<file path="src/sv/bef_pkg.sv">
// bef_pkg: types and constants shared by the bundle entry flag counter
// no dependencies
`timescale 1ns / 1ps

package bef_pkg;

   localparam int MAGIC_LEN        = 8;
   localparam int COUNT_OFFSET     = 12;
   localparam int TABLE_START      = 24;
   localparam int ENTRY_BYTES      = 40;
   localparam int FLAG_WORD_OFFSET = 28;
   localparam int QUEUE_DEPTH      = 2;

   localparam logic [7:0] MAGIC_BYTES [MAGIC_LEN] = '{
      8'h56, 8'h4A, 8'h53, 8'h42, 8'h30, 8'h30, 8'h30, 8'h36
   };

   typedef enum logic [1:0] {
      KIND_SKIP,
      KIND_COUNT,
      KIND_TABLE
   } token_kind_type;

   typedef struct packed {
      token_kind_type kind;
      logic [1:0]     count_lane;
      logic [7:0]     data;
      logic           last;
      logic           header_ok;
   } token_type;

endpackage

</file>
<file path="src/sv/bef_if.sv">
// bef_req_if, bef_rsp_if: valid/ready channels of the bundle entry flag counter
// no dependencies
`timescale 1ns / 1ps

interface bef_req_if;
   logic       valid;
   logic       ready;
   logic [7:0] stream_byte;
   logic       last;

   modport source (output valid, output stream_byte, output last, input ready);
   modport sink (input valid, input stream_byte, input last, output ready);
endinterface

interface bef_rsp_if;
   logic        valid;
   logic        ready;
   logic [31:0] match_count;

   modport source (output valid, output match_count, input ready);
   modport sink (input valid, input match_count, output ready);
endinterface

</file>
<file path="src/sv/bef_front.sv">
// bef_front: tracks byte position and magic, classifies each item into a token
// depends on bef_pkg and bef_req_if
`timescale 1ns / 1ps

module bef_front
   import bef_pkg::*;
#(
   parameter int POSITION_BITS = 40
) (
   input  logic       clock,
   input  logic       reset,
   bef_req_if.sink    req_channel,
   output logic       token_valid,
   output token_type  token,
   input  logic       token_ready
);

   localparam logic [POSITION_BITS-1:0] POS_MAX = {POSITION_BITS{1'b1}};

   logic [POSITION_BITS-1:0] pos_ff, pos_in;
   logic                     magic_good_ff, magic_good_in;
   logic                     accept;
   logic                     magic_next;

   assign req_channel.ready = token_ready;
   assign token_valid       = req_channel.valid;
   assign accept            = req_channel.valid && token_ready;

   always_comb begin
      magic_next = magic_good_ff;
      if (pos_ff < POSITION_BITS'(MAGIC_LEN)) begin
         if (req_channel.stream_byte != MAGIC_BYTES[pos_ff[2:0]]) begin
            magic_next = 1'b0;
         end
      end

      token.data       = req_channel.stream_byte;
      token.last       = req_channel.last;
      token.count_lane = pos_ff[1:0];
      token.header_ok  = magic_next && (pos_ff >= POSITION_BITS'(TABLE_START - 1));
      if (pos_ff >= POSITION_BITS'(COUNT_OFFSET)
          && pos_ff < POSITION_BITS'(COUNT_OFFSET + 4)) begin
         token.kind = KIND_COUNT;
      end else if (pos_ff >= POSITION_BITS'(TABLE_START)) begin
         token.kind = KIND_TABLE;
      end else begin
         token.kind = KIND_SKIP;
      end

      pos_in        = pos_ff;
      magic_good_in = magic_good_ff;
      if (accept) begin
         if (req_channel.last) begin
            pos_in        = '0;
            magic_good_in = 1'b1;
         end else begin
            magic_good_in = magic_next;
            if (pos_ff != POS_MAX) begin
               pos_in = pos_ff + POSITION_BITS'(1);
            end
         end
      end
   end

   always_ff @(posedge clock) begin
      if (reset) begin
         pos_ff        <= '0;
         magic_good_ff <= 1'b1;
      end else begin
         pos_ff        <= pos_in;
         magic_good_ff <= magic_good_in;
      end
   end

endmodule

</file>
<file path="src/sv/bef_queue.sv">
// bef_queue: short token queue between front and back
// depends on bef_pkg
`timescale 1ns / 1ps

module bef_queue
   import bef_pkg::*;
(
   input  logic      clock,
   input  logic      reset,
   input  logic      push_valid,
   input  token_type push_token,
   output logic      push_ready,
   output logic      pop_valid,
   output token_type pop_token,
   input  logic      pop_ready
);

   localparam int PTR_BITS   = (QUEUE_DEPTH > 1) ? $clog2(QUEUE_DEPTH) : 1;
   localparam int COUNT_BITS = $clog2(QUEUE_DEPTH + 1);

   token_type             slots_ff [QUEUE_DEPTH];
   logic [PTR_BITS-1:0]   wr_ptr_ff, wr_ptr_in;
   logic [PTR_BITS-1:0]   rd_ptr_ff, rd_ptr_in;
   logic [COUNT_BITS-1:0] count_ff, count_in;
   logic                  push, pop;

   assign push_ready = count_ff != COUNT_BITS'(QUEUE_DEPTH);
   assign pop_valid  = count_ff != '0;
   assign pop_token  = slots_ff[rd_ptr_ff];
   assign push       = push_valid && push_ready;
   assign pop        = pop_valid && pop_ready;

   always_comb begin
      wr_ptr_in = wr_ptr_ff;
      rd_ptr_in = rd_ptr_ff;
      count_in  = count_ff;
      if (push) begin
         wr_ptr_in = (wr_ptr_ff == PTR_BITS'(QUEUE_DEPTH - 1)) ? '0
                                                               : wr_ptr_ff + PTR_BITS'(1);
      end
      if (pop) begin
         rd_ptr_in = (rd_ptr_ff == PTR_BITS'(QUEUE_DEPTH - 1)) ? '0
                                                               : rd_ptr_ff + PTR_BITS'(1);
      end
      if (push && !pop) begin
         count_in = count_ff + COUNT_BITS'(1);
      end else if (pop && !push) begin
         count_in = count_ff - COUNT_BITS'(1);
      end
   end

   always_ff @(posedge clock) begin
      if (reset) begin
         wr_ptr_ff <= '0;
         rd_ptr_ff <= '0;
         count_ff  <= '0;
      end else begin
         wr_ptr_ff <= wr_ptr_in;
         rd_ptr_ff <= rd_ptr_in;
         count_ff  <= count_in;
      end
   end

   always_ff @(posedge clock) begin
      if (push) begin
         slots_ff[wr_ptr_ff] <= push_token;
      end
   end

   a_count_bound: assert property (@(posedge clock) disable iff (reset)
      count_ff <= COUNT_BITS'(QUEUE_DEPTH))
      else $error("queue count above depth");

   a_push_grows: assert property (@(posedge clock) disable iff (reset)
      push && !pop |=> count_ff == $past(count_ff) + COUNT_BITS'(1))
      else $error("push without pop did not grow queue");

   a_pop_shrinks: assert property (@(posedge clock) disable iff (reset)
      pop && !push |=> count_ff == $past(count_ff) - COUNT_BITS'(1))
      else $error("pop without push did not shrink queue");

endmodule

</file>
<file path="src/sv/bef_back.sv">
// bef_back: entry count capture, table walk, flag matching and result register
// depends on bef_pkg and bef_rsp_if
`timescale 1ns / 1ps

module bef_back
   import bef_pkg::*;
(
   input  logic        clock,
   input  logic        reset,
   input  logic        csr_wr_en,
   input  logic [31:0] csr_wr_data,
   input  logic        token_valid,
   input  token_type   token,
   output logic        token_ready,
   bef_rsp_if.source   rsp_channel
);

   logic [31:0] flag_mask_ff;
   logic [31:0] entry_total_ff, entry_total_in;
   logic [31:0] entry_index_ff, entry_index_in;
   logic [5:0]  offset_ff, offset_in;
   logic [23:0] flag_asm_ff, flag_asm_in;
   logic [31:0] match_ff, match_in;
   logic        rsp_valid_ff, rsp_valid_in;
   logic [31:0] rsp_count_ff, rsp_count_in;
   logic        pop;
   logic [31:0] flags;
   logic [5:0]  offset_next;

   assign token_ready             = !token.last || !rsp_valid_ff || rsp_channel.ready;
   assign pop                     = token_valid && token_ready;
   assign rsp_channel.valid       = rsp_valid_ff;
   assign rsp_channel.match_count = rsp_count_ff;
   assign flags                   = {token.data, flag_asm_ff};
   assign offset_next             = offset_ff + 6'd1;

   always_comb begin
      entry_total_in = entry_total_ff;
      entry_index_in = entry_index_ff;
      offset_in      = offset_ff;
      flag_asm_in    = flag_asm_ff;
      match_in       = match_ff;
      rsp_valid_in   = rsp_valid_ff && !rsp_channel.ready;
      rsp_count_in   = rsp_count_ff;

      if (pop) begin
         unique case (token.kind)
            KIND_COUNT: begin
               unique case (token.count_lane)
                  2'd0: entry_total_in[7:0]   = token.data;
                  2'd1: entry_total_in[15:8]  = token.data;
                  2'd2: entry_total_in[23:16] = token.data;
                  2'd3: entry_total_in[31:24] = token.data;
               endcase
            end
            KIND_TABLE: begin
               if (entry_index_ff < entry_total_ff) begin
                  if (offset_ff == 6'(FLAG_WORD_OFFSET)) begin
                     flag_asm_in[7:0] = token.data;
                  end else if (offset_ff == 6'(FLAG_WORD_OFFSET + 1)) begin
                     flag_asm_in[15:8] = token.data;
                  end else if (offset_ff == 6'(FLAG_WORD_OFFSET + 2)) begin
                     flag_asm_in[23:16] = token.data;
                  end else if (offset_ff == 6'(FLAG_WORD_OFFSET + 3)) begin
                     flag_asm_in = '0;
                     if ((flags & flag_mask_ff) != '0) begin
                        match_in = match_ff + 32'd1;
                     end
                  end
                  if (offset_next == 6'(ENTRY_BYTES)) begin
                     offset_in      = '0;
                     entry_index_in = entry_index_ff + 32'd1;
                  end else begin
                     offset_in = offset_next;
                  end
               end
            end
            default: begin
            end
         endcase

         if (token.last) begin
            rsp_valid_in = 1'b1;
            rsp_count_in = (token.header_ok && entry_index_in == entry_total_in) ? match_in
                                                                                 : '0;
            entry_total_in = '0;
            entry_index_in = '0;
            offset_in      = '0;
            flag_asm_in    = '0;
            match_in       = '0;
         end
      end
   end

   always_ff @(posedge clock) begin
      if (reset) begin
         flag_mask_ff   <= '0;
         entry_total_ff <= '0;
         entry_index_ff <= '0;
         offset_ff      <= '0;
         flag_asm_ff    <= '0;
         match_ff       <= '0;
         rsp_valid_ff   <= 1'b0;
      end else begin
         if (csr_wr_en) begin
            flag_mask_ff <= csr_wr_data;
         end
         entry_total_ff <= entry_total_in;
         entry_index_ff <= entry_index_in;
         offset_ff      <= offset_in;
         flag_asm_ff    <= flag_asm_in;
         match_ff       <= match_in;
         rsp_valid_ff   <= rsp_valid_in;
      end
   end

   always_ff @(posedge clock) begin
      rsp_count_ff <= rsp_count_in;
   end

   a_offset_bound: assert property (@(posedge clock) disable iff (reset)
      offset_ff < 6'(ENTRY_BYTES))
      else $error("entry offset out of range");

   a_index_bound: assert property (@(posedge clock) disable iff (reset)
      entry_index_ff <= entry_total_ff)
      else $error("entry index passed entry total");

   a_flags_clear: assert property (@(posedge clock) disable iff (reset)
      offset_ff <= 6'(FLAG_WORD_OFFSET) |-> flag_asm_ff == '0)
      else $error("flag bytes held outside flag word");

endmodule

</file>
<file path="src/sv/bundle_entry_flag_counter.sv">
// bundle_entry_flag_counter: one byte per cycle when not stalled, one match count per file
// a final byte taken into an empty queue passes the queue slot, then the result register, before a valid result
// throughput: one byte per cycle, set by the front position counter and queue
// a stalled result blocks the next final byte; other bytes flow until the queue fills
// reset: synchronous active high, clears the flag mask and all file state
`timescale 1ns / 1ps

module bundle_entry_flag_counter
   import bef_pkg::*;
#(
   parameter int POSITION_BITS = 40
) (
   input  logic        clock,
   input  logic        reset,
   bef_req_if.sink     req_channel,
   bef_rsp_if.source   rsp_channel,
   input  logic        csr_wr_en,
   input  logic [31:0] csr_wr_data
);

   logic      push_valid, push_ready;
   token_type push_token;
   logic      pop_valid, pop_ready;
   token_type pop_token;

   bef_front #(.POSITION_BITS(POSITION_BITS)) u_front (
      .clock       (clock),
      .reset       (reset),
      .req_channel (req_channel),
      .token_valid (push_valid),
      .token       (push_token),
      .token_ready (push_ready)
   );

   bef_queue u_queue (
      .clock      (clock),
      .reset      (reset),
      .push_valid (push_valid),
      .push_token (push_token),
      .push_ready (push_ready),
      .pop_valid  (pop_valid),
      .pop_token  (pop_token),
      .pop_ready  (pop_ready)
   );

   bef_back u_back (
      .clock       (clock),
      .reset       (reset),
      .csr_wr_en   (csr_wr_en),
      .csr_wr_data (csr_wr_data),
      .token_valid (pop_valid),
      .token       (pop_token),
      .token_ready (pop_ready),
      .rsp_channel (rsp_channel)
   );

endmodule
</file>
<file path="src/flat_wrapper.sv">
// flat-port wrapper written by rule: the top's interface ports become plain ports
module bundle_entry_flag_counter_flat import bef_pkg::*;
#(
   parameter int POSITION_BITS = 40
)
  (clock, reset, csr_wr_en, csr_wr_data, req_channel_valid, req_channel_stream_byte, req_channel_last, req_channel_ready, rsp_channel_valid, rsp_channel_match_count, rsp_channel_ready);
  bef_req_if req_channel_i ();
  bef_rsp_if rsp_channel_i ();
  input  logic clock;
  input  logic reset;
  input  logic csr_wr_en;
  input  logic [31:0] csr_wr_data;
  input wire logic [$bits(req_channel_i.valid)-1:0] req_channel_valid;
  input wire logic [$bits(req_channel_i.stream_byte)-1:0] req_channel_stream_byte;
  input wire logic [$bits(req_channel_i.last)-1:0] req_channel_last;
  output wire logic [$bits(req_channel_i.ready)-1:0] req_channel_ready;
  output wire logic [$bits(rsp_channel_i.valid)-1:0] rsp_channel_valid;
  output wire logic [$bits(rsp_channel_i.match_count)-1:0] rsp_channel_match_count;
  input wire logic [$bits(rsp_channel_i.ready)-1:0] rsp_channel_ready;
  assign req_channel_i.valid = req_channel_valid;
  assign req_channel_i.stream_byte = req_channel_stream_byte;
  assign req_channel_i.last = req_channel_last;
  assign req_channel_ready = req_channel_i.ready;
  assign rsp_channel_valid = rsp_channel_i.valid;
  assign rsp_channel_match_count = rsp_channel_i.match_count;
  assign rsp_channel_i.ready = rsp_channel_ready;
  bundle_entry_flag_counter #(.POSITION_BITS(POSITION_BITS)) u_core (.clock(clock), .reset(reset), .req_channel(req_channel_i), .rsp_channel(rsp_channel_i), .csr_wr_en(csr_wr_en), .csr_wr_data(csr_wr_data));
endmodule
</file>
<file path="config.mk">
export PLATFORM = sky130hd
export DESIGN_NAME = bundle_entry_flag_counter_flat
export DESIGN_NICKNAME = d
export VERILOG_FILES = /design/src/sv/bef_pkg.sv /design/src/sv/bef_if.sv /design/src/sv/bef_front.sv /design/src/sv/bef_queue.sv /design/src/sv/bef_back.sv /design/src/sv/bundle_entry_flag_counter.sv /design/src/flat_wrapper.sv
export SDC_FILE = /design/constraint.sdc
export NUM_CORES = 1
export LEC_CHECK = 0
export BUFFER_PORTS_ARGS = -buffer_cell sky130_fd_sc_hd__buf_2
export CAP_MARGIN = 10
export CORE_MARGIN = 1
export CORE_UTILIZATION = 67
export CTS_CLUSTER_SIZE = 20
export DETAILED_ROUTE_END_ITERATION = 10
export GPL_TIMING_DRIVEN = 1
export PLACE_DENSITY = 0.95
export SLEW_MARGIN = 25
export SYNTH_ARGS = -nofsm -noshare
export SYNTH_HDL_FRONTEND = slang
export SYNTH_SLANG_ARGS = --single-unit
</file>
<file path="constraint.sdc">
create_clock -name clock -period 9.25 [get_ports clock]
set_input_delay 0.925 -clock clock [delete_from_list [all_inputs] [get_ports clock]]
set_output_delay 0.925 -clock clock [all_outputs]
set_load 0.01 [all_outputs]
</file>
# Yosys cells after proc, flatten, opt, wreduce, memory -nomap -nowiden
# Memory sizes are Yosys's and may differ from the RTL's. A register that Yosys moved wholly into a read port is not among the register bits.
# Index checks and enable logic that the tools add are counted.
# totals
ff_bits	236
output_inout_bits	34
latch_bits	0
rom_bits	64
mem_count	2
ramBits	28
# classes
mul	0
n_lt_le_gt_ge	7
n_shift	0
n_div	0
mux	54
addsub	8
reduce_logical	31
n_eq_ne	19
bitwise	2
# mem_list
name	words	word_bits	rd	rd_ports_with_merged_regs	write_ports	line_no	rtl
(name not given)	8	8	1	0	0	bef_front.sv:32	if (req_channel.stream_byte != MAGIC_BYTES[pos_ff[2:0]]) begin
u_core.u_queue.slots_ff	2	14	1	1	1	bef_queue.sv:21	token_type slots_ff [QUEUE_DEPTH];
# ops
operator	n
$mux W32	16
$mux W24	4
$mux W8	11
$ge A40 B5 Y1 const B	2
$mux W40	2
$add A32 B1 Y32 const B	2
$add A40 B1 Y40 const B	1
$ge A40 B4 Y1 const B	1
$lt A40 B4 Y1 const B	1
$lt A40 B5 Y1 const B	1
$ne A40 B40 Y1 const B	1
$and A32 B32 Y32	1
$eq A32 B32 Y1	1
$lt A32 B32 Y1	1
$mux W16	2
$reduce_bool A32 Y1	1
$eq A6 B5 Y1 const B	4
$mux W6	4
$reduce_and A6 Y1	3
$mux W1	11
$reduce_bool A2 Y1	5
$ne A3 B3 Y1 const B	3
$reduce_bool A3 Y1	3
$logic_and A1 B1 Y1	8
17 further kinds	32

# Longest topological paths before layout
# Gate-level depths: netlist (run 1).
# logic_depth
depth_word	10
depth_mapped	14
ltp_nobuf	11

# Cells and area by module
# Synthesis (run 1) repeated with hierarchy kept, for this count alone.
# unflattened
hier_cells	1734
hier_area_um2	14868.0
# by_module_without_submodules
module	n_inst	area_per_inst_um2	cells_per_inst	seq_area_each_um2
bef_back	1	11049.3	1344	4144.0
bef_front	1	2592.5	323	820.8
bef_queue	1	1226.2	67	940.9

# Worst setup path before layout (run 1)
# OpenSTA, ideal clock, no wires.
# synth_timing
kind	flip-flop to flip-flop
from	register u_core.u_back.entry_index_ff[14]
to	register u_core.u_back.rsp_count_ff[10], in the netlist u_core.u_back.rsp_channel.match_count[10] (data pin)
n_path_buf	3
arrival_ps	3136
stages_incl_launch_ff	14
slack_ps	5945
synth_period_minus_slack_ps	3305
setup_time_ps	170
path_cell_list	dfxtp_1 -> ha_1 -> a21oi_1 -> nand2_1 -> a221oi_1 -> o21ai_2 -> buf_2 -> a21oi_1 -> clkbuf_1 -> nand4_1 -> a22oi_1 -> nand4_2 -> buf_4 -> nor4_2
# synth_via
elab_chain_cells	7
elab_cells_between_ends	10
cone_classes	add/sub (1); order compare (1); eq/ne (1); mux (6); reduce/logical (1)
# synth_rtl
item	line_no	rtl
from (decl)	bef_back.sv:20	logic [31:0] entry_index_ff, entry_index_in;
from (signal assigned)	bef_back.sv:109	entry_index_ff <= entry_index_in;
$add A32 B1 Y32	bef_back.sv:72	entry_index_in = entry_index_ff + 32'd1;
$mux W32	bef_back.sv:70	if (offset_next == 6'(ENTRY_BYTES)) begin
$mux W32	bef_back.sv:57	if (entry_index_ff < entry_total_ff) begin
$mux W32	bef_back.sv:47	unique case (token.kind)
$mux W32	bef_back.sv:46	if (pop) begin
$eq A32 B32 Y1	bef_back.sv:84	rsp_count_in = (token.header_ok && entry_index_in == entry_total_in) ? match_in
$logic_and A1 B1 Y1	bef_back.sv:84	
to (signal assigned)	bef_back.sv:118	rsp_count_ff <= rsp_count_in;
to (decl)	bef_back.sv:25	logic [31:0] rsp_count_ff, rsp_count_in;
# Parallel ways exist; a longest one is shown, timed or not. The select of a mux whose other input is x is not followed.
# A chain may end at the register's enable or synchronous reset.

# Worst setup path after layout (run 1)
# layout_timing
from	register u_core.u_back.entry_index_ff[19]
to	register u_core.u_back.rsp_count_ff[31], in the netlist u_core.u_back.rsp_channel.match_count[31] (data pin)
# The elaborated chain is that of the path after synthesis.

==> flow_metrics.tcl, run 1 <==
set metrics [dict create \
    status "finished clean" \
    vias 14400 \
    hold_buffers 0 \
    combPwrFrac_pct 30.5 \
    drv_cap 0 \
    slew_violations 0 \
    cts_tree "built" \
    drive_above_1_share_pct 13.4 \
    relSlewSlack_pct 32.4 \
    yosysWarnings 0 \
    path_delay_family "compound AO/OA/AOI/OAI gates" \
    skew_ps 24.1 \
    fin_crit_sh_pct 50.2 \
    grt_pass1_wl_um 69800 \
    synth.top_cell.area_share_pct 26.6 \
    critPathKind "flip-flop to flip-flop" \
    core_region_area_um2 22600 \
    worstMarginPinSlew_ps 1010 \
    p_total_w 0.00355 \
    drtAntennaViolNets 0 \
    worstHoldStart "u_core.u_back.flag_asm_ff[8]$_SDFFE_PP0P_" \
    portBuffers 79 \
    antenna_cells 0 \
    grt_remaining_overflow 0 \
    setup_tns_ps 0 \
    instances_no_fill 2067 \
    grt_pass1_vias 13600 \
    postCtsSetupRepairBufs 0 \
    syn-cell-area_um2 15400 \
    synthCells 1750 \
    synth_area_per_cell_um2 8.82 \
    startpoint "u_core.u_back.entry_index_ff[19]$_SDFFE_PP0P_" \
    nNetsFinal 1851 \
    yosys.area.top_type "dfxtp_1" \
    pin_count 80 \
    firstDrtPassIters 7 \
    clock-sinks 265 \
    synth_cell_types 95 \
    dp.cells 2016 \
    fin_area_um2 16800 \
    dp_hpwl_um 29000 \
    std_cell_rows 55 \
    cp_max_fo 15 \
    cts_buffer_depth 3 \
    slowest_delay_ps 940 \
    p_clk_share_pct 31.7 \
    final_cell_mix "204 x nor2_1, 204 x dfxtp_1, 120 x nand2_1" \
    irDropWorstVdd_mv 0.237 \
    place_area_um2 15900 \
    hold_viol 0 \
    die_area_um2 23700 \
    post_cts_resized 0 \
    post_drt_via_cell_ratio 6.96 \
    slowest_stage "a2111oi_0" \
    drc 0 \
    synth-seq-cells 265 \
    internal-power_w 0.00220 \
    ff2ff_path_depth 10 \
    clk_pin_slew_ps 60 \
    numCtsBuffers 27 \
    grt_max_degree 104 \
    synth_ff_type "dfxtp_1" \
    seq_area_frac_synth_pct 38.3 \
    wl_per_cell_um 21.3 \
    wl_um 43900 \
    synth_area_leaders "dfxtp_1 27%, edfxtp_1 12%, nor2_1 5.0%" \
    hold-worst-slack_ps 475 \
    arrival_ps 4940 \
    grt_use_total_pct 36.2 \
    max_freq_ghz 0.216 \
    insertion_delay_ps 580 \
    finalSetupViolCount 0 \
    routabilityCongestion 0.975 \
    antenna_found_initial 0 \
    syn_nets 1839 \
    die_y_um 154 \
    path_depth 10 \
    die-width_um 154 \
    leakagePower_nw 5.63 \
    htreeDepth 1 \
    synthArstFlopShare_pct 0 \
    crit_path_end_kind "flip-flop" \
    hold_depth 2 \
    crit_chain "ha_1 > a21oi_1 > o21ai_0 > a21oi_1 > nand2_1 > a2111oi_0 > nand3_1 > o31a_1 > o211ai_1 > nor4_1" \
    p_per_area_nw_per_um2 211 \
    min_period_ps 4640 \
    areaGrowthSynthToFinish_pct 8.73 \
    drt-initial-drc-count 1763 \
    synth-edff-count 60 \
    rsz0062_at_grt "false" \
    start_util_pct 68.2 \
    crit_buf_inv 0 \
    fill_cells 1501 \
    p_seq_share_pct 37.8 \
    switching_power_w 0.00135 \
    reg2reg_from "u_core.u_back.entry_index_ff[19]$_SDFFE_PP0P_" \
    worst_setup_path_start_kind "flip-flop" \
    p_sw_share_pct 38.0 \
    worstHoldPathType "flip-flop to flip-flop" \
    crit_top_cell "a21oi_1" \
    cp.required_ps 9550 \
    root_buffer "clkbuf_16" \
]
-- registers in the layout, indices dropped and copies added (netlist names), named ones only --
signal	count
u_core.u_back.entry_index_ff	32
u_core.u_back.entry_total_ff	32
u_core.u_back.flag_asm_ff	24
u_core.u_back.flag_mask_ff	32
u_core.u_back.match_ff	32
u_core.u_back.offset_ff	6
u_core.u_back.rsp_channel.match_count	32
u_core.u_back.rsp_channel.valid	1
u_core.u_front.magic_good_ff	1
u_core.u_front.pos_ff	40
u_core.u_queue.count_ff	2
u_core.u_queue.rd_ptr_ff	1
u_core.u_queue.slots_ff	28
u_core.u_queue.wr_ptr_ff	1
-- stage by stage --
stage | util (%) | worst slack [ps]
2_1_floorplan | - | 5940
3_3_place_gp | 70.0 | 4770
3_5_place_dp | 70.1 | 4790
4_1_cts | 74.0 | 4770
5_1_grt | 74.1 | 4380
6_report | 74.1 | 4610
-- cell usage after synthesis, types with 6 or more instances --
| master | instances |
|---|---|
| a22oi_1 | 17 |
| a32oi_1 | 36 |
| buf_6 | 7 |
| mux2i_1 | 53 |
| a31oi_1 | 17 |
| clkbuf_1 | 80 |
| nor2_1 | 207 |
| nor2b_1 | 6 |
| ha_1 | 43 |
| or3_1 | 30 |
| a211oi_1 | 9 |
| nor4_1 | 20 |
| edfxtp_1 | 60 |
| a21o_1 | 6 |
| and3_1 | 15 |
| dfxtp_1 | 205 |
| xnor2_1 | 70 |
| buf_2 | 19 |
| nand2b_1 | 9 |
| nand3b_1 | 7 |
| nand3_1 | 88 |
| o21a_1 | 13 |
| a221oi_1 | 11 |
| mux2_2 | 11 |
| o21ai_0 | 67 |
| a311oi_1 | 27 |
| inv_1 | 51 |
| nor4_2 | 34 |
| nand4_1 | 45 |
| a21oi_1 | 106 |
| xor2_1 | 40 |
| nor3_1 | 57 |
| buf_1 | 6 |
| and2_1 | 13 |
| and4_1 | 16 |
| o211ai_1 | 15 |
| nand2_1 | 120 |
-- cells by family after synthesis --
logic type	Yosys count	synth area share, %
mux	66	4.48
xor+xnor	110	6.24
simple gates	718	25.5
flops	265	38.3
buf+inv	167	4.65
fa+ha+maj	43	3.49
compound gates	381	17.4
-- power by group through the flow --
stage | Clock (W) | Sequential (W) | Combinational (W)
2_1_floorplan | 0 | 0.00136 | 0.000747
3_3_place_gp | 0 | 0.00136 | 0.00101
3_5_place_dp | 0 | 0.00136 | 0.00103
4_1_cts | 0.00112 | 0.00134 | 0.00105
5_1_grt | 0.00117 | 0.00135 | 0.00114
6_report | 0.00112 | 0.00134 | 0.00108
-- routing by layer --
layer	track usage, %	wire length, um	part of all wire [%]	vias up
met2	58.6	20200	46	916
li1	-	-	-	6504
met1	46.0	17200	39	6756
met5	0	0	0	-
met4	18.4	2070	4.7	0
met3	7.47	4480	10	200
-- path summary, 6_finish.rpt --
kind	slack (ps)	endpoint
worst max-delay path	4610	u_core.u_back.rsp_channel.match_count[31]$_SDFFCE_PN0P_
worst min-delay path	470	u_core.u_back.flag_asm_ff[8]$_SDFFE_PP0P_
worst max register to register	4610	u_core.u_back.rsp_channel.match_count[31]$_SDFFCE_PN0P_
worst min register to register	470	u_core.u_back.flag_asm_ff[8]$_SDFFE_PP0P_
-- worst reg2reg max path, cell delays in order (launching register included) --
cell	delay (ps)
dfxtp_1	560
ha_1	350
a21oi_1	150
o21ai_0	140
a21oi_1	260
nand2_1	530
a2111oi_0	940
nand3_1	690
o31a_1	460
o211ai_1	220
nor4_1	80
-- cell type report --
type	count	area (um2)	area share [%]
Tap cell	285	357	2.12
Clock inverter	8	114	0.678
Clock buffer	41	785	4.67
Multi-Input combinational cell	1318	8880	52.9
Timing Repair Buffer	99	556	3.31
Sequential cell	265	5910	35.2
Inverter	51	191	1.14
Note: power is estimated with default switching activity, not from simulation.
==> run 2, diff against run 1 <==
--- a/config.mk
+++ b/config.mk
@@ -8,11 +8,11 @@
 export BUFFER_PORTS_ARGS = -buffer_cell sky130_fd_sc_hd__buf_2
 export CAP_MARGIN = 10
 export CORE_MARGIN = 1
-export CORE_UTILIZATION = 67
+export CORE_UTILIZATION = 56
 export CTS_CLUSTER_SIZE = 20
 export DETAILED_ROUTE_END_ITERATION = 10
 export GPL_TIMING_DRIVEN = 1
-export PLACE_DENSITY = 0.95
+export PLACE_DENSITY = 0.86
 export SLEW_MARGIN = 25
 export SYNTH_ARGS = -nofsm -noshare
 export SYNTH_HDL_FRONTEND = slang
==> constraint.sdc (replaced) <==
create_clock -name clock -period 3.9 [get_ports clock]
set_input_delay 0.39 -clock clock [delete_from_list [all_inputs] [get_ports clock]]
set_output_delay 0.39 -clock clock [all_outputs]
set_load 0.01 [all_outputs]
==> flow_metrics.tcl, run 2 (synthesis gave the netlist of run 1 again) <==
set metrics [dict create \
    slowest_delay_ps 720 \
    clock-sinks 265 \
    layout_commonest_cell "dfxtp_1" \
    wl_um 42500 \
    finalSetupViolCount 0 \
    utilization_pct 64.3 \
    dp.cells 2123 \
    pin_count 80 \
    max_freq_ghz 0.265 \
    path_delay_family "compound AO/OA/AOI/OAI gates" \
    crit_buf_inv 3 \
    cp_max_fo 15 \
    crit_chain "inv_1 > ha_1 > a21oi_1 > o21a_1 > a2bb2oi_1 > nand2_1 > a2111oi_0 > buf_4 > nand3_1 > buf_4 > o31a_1 > o211ai_1 > nor4_2" \
    worstHoldPathType "primary input to flip-flop" \
    grt_max_degree 70 \
    relSlewSlack_pct 37.1 \
    grt_use_total_pct 29.8 \
    std_cell_rows 60 \
    root_buffer "clkbuf_16" \
    cts_tree "built" \
    p_clk_share_pct 32.2 \
    drive_above_1_share_pct 16.0 \
    grt_pass1_wl_um 68700 \
    insertion_delay_ps 570 \
    p_sw_share_pct 36.7 \
    cp.required_ps 4200 \
    status "finished clean" \
    fin_ws_ps 123 \
    numCtsBuffers 28 \
    worstMarginPinSlew_ps 943 \
    die_y_um 168 \
    drtAntennaViolNets 0 \
    routabilityCongestion 1.01 \
    antenna_found_initial 0 \
    cts_buffer_depth 3 \
    rrSetupSlack_ps 120 \
    slew_violations 0 \
    combPwrFrac_pct 31.8 \
    grt_pass1_vias 13600 \
    die-width_um 168 \
    leakagePower_nw 5.96 \
    vias 14300 \
    drt-initial-drc-count 1564 \
    instances_no_fill 2177 \
    drv_cap 0 \
    arrival_ps 4070 \
    hold_viol 0 \
    slowest_stage "a2111oi_0" \
    fin_crit_sh_pct 96.8 \
    p_per_area_nw_per_um2 501 \
    crit_top_cell "buf_4" \
    nNetsFinal 1903 \
    worst_setup_path_start_kind "flip-flop" \
    largest_reg_flops 40 \
    crit_path_end_kind "flip-flop" \
    areaGrowthSynthToFinish_pct 12.6 \
    final_cell_mix "205 x dfxtp_1, 204 x nor2_1, 120 x nand2_1" \
    dp_hpwl_um 29400 \
    clk_pin_slew_ps 70 \
    core_region_area_um2 27000 \
    drc 0 \
    p_seq_share_pct 36.0 \
    internal-power_w 0.00551 \
    firstDrtPassIters 10 \
    setup_tns_ps 0 \
    skew_ps 24.1 \
    die_area_um2 28200 \
    regMostFlops "u_core.u_front.pos_ff" \
    rsz0062_at_grt "false" \
    start_util_pct 57.1 \
    hold-worst-slack_ps 37.2 \
    switching_power_w 0.00320 \
    irDropWorstVdd_mv 0.420 \
    dp_slack_ps 186 \
    htreeDepth 1 \
    antenna_cells 0 \
    portBuffers 79 \
    wl_per_cell_um 19.5 \
    grt_remaining_overflow 0 \
    post_drt_via_cell_ratio 6.56 \
    min_period_ps 3780 \
    critPathKind "flip-flop to flip-flop" \
]
run 2: power by group through the flow:
stage | clock (W) | sequential [W] | combinational (W)
floorplan | 0 | 0.00323 | 0.00177
global placement | 0 | 0.00318 | 0.00262
detailed placement | 0 | 0.00319 | 0.00267
CTS | 0.00283 | 0.00313 | 0.00268
global route | 0.00294 | 0.00315 | 0.00290
finish | 0.00280 | 0.00313 | 0.00277
run 2: repair_timing:
item | 4_1_cts | 5_1_grt
resized for setup | 0 | 3
hold buffers | 0 | 0
buffers inserted | 0 | 1
endpoints found under the setup margin | 0 | 38
run 2: cell type report:
cell class                 count  area, um2
fill                        2145       9640
multi-input combinational   1318       8880
clock inverter                 8        119
tap                          341        427
clock buffer                  44        872
timing repair buffer         150        993
sequential                   265       5910
inverter                      51        191
run 2: worst paths after layout:
check / startpoint / end / depth (start not counted)
worst max-delay path: u_core.u_back.entry_total_ff[25]$_SDFFE_PP0P_ / u_core.u_back.rsp_channel.match_count[19]$_SDFFCE_PN0P_ / 13
worst min-delay path: req_channel_stream_byte[7] / u_core.u_queue.slots_ff[1][9]$_DFFE_PP_ / 1
worst max register to register: u_core.u_back.entry_total_ff[25]$_SDFFE_PP0P_ / u_core.u_back.rsp_channel.match_count[19]$_SDFFCE_PN0P_ / 13
worst min register to register: u_core.u_front.magic_good_ff$_SDFFE_PP1P_ / u_core.u_front.magic_good_ff$_SDFFE_PP1P_ / 1
run 2: per-layer routing:
layer / vias up / GRT usage [%] / part of all wire (%)
met3: 158 / 4.98 / 8.6
met4: 0 / 14.4 / 4.6
met1: 6762 / 37.7 / 40
met5: - / 0 / 0
met2: 741 / 49.4 / 47
li1: 6619 / - / -
run 2: worst register-to-register path: cells and delay by family, from the launching register on:
family | cells | cell delay, ps
buf+inv | 3 | 550
compound gates | 6 | 1880
fa+ha+maj | 1 | 320
simple gates | 3 | 400
flops | 1 | 360
run 2: stage by stage:
stage,instance area (um2),power [W]
2_1_floorplan,15400,0.00500
3_3_place_gp,16400,0.00580
3_5_place_dp,16400,0.00586
4_1_cts,17400,0.00865
5_1_grt,17400,0.00900
6_report,17400,0.00870
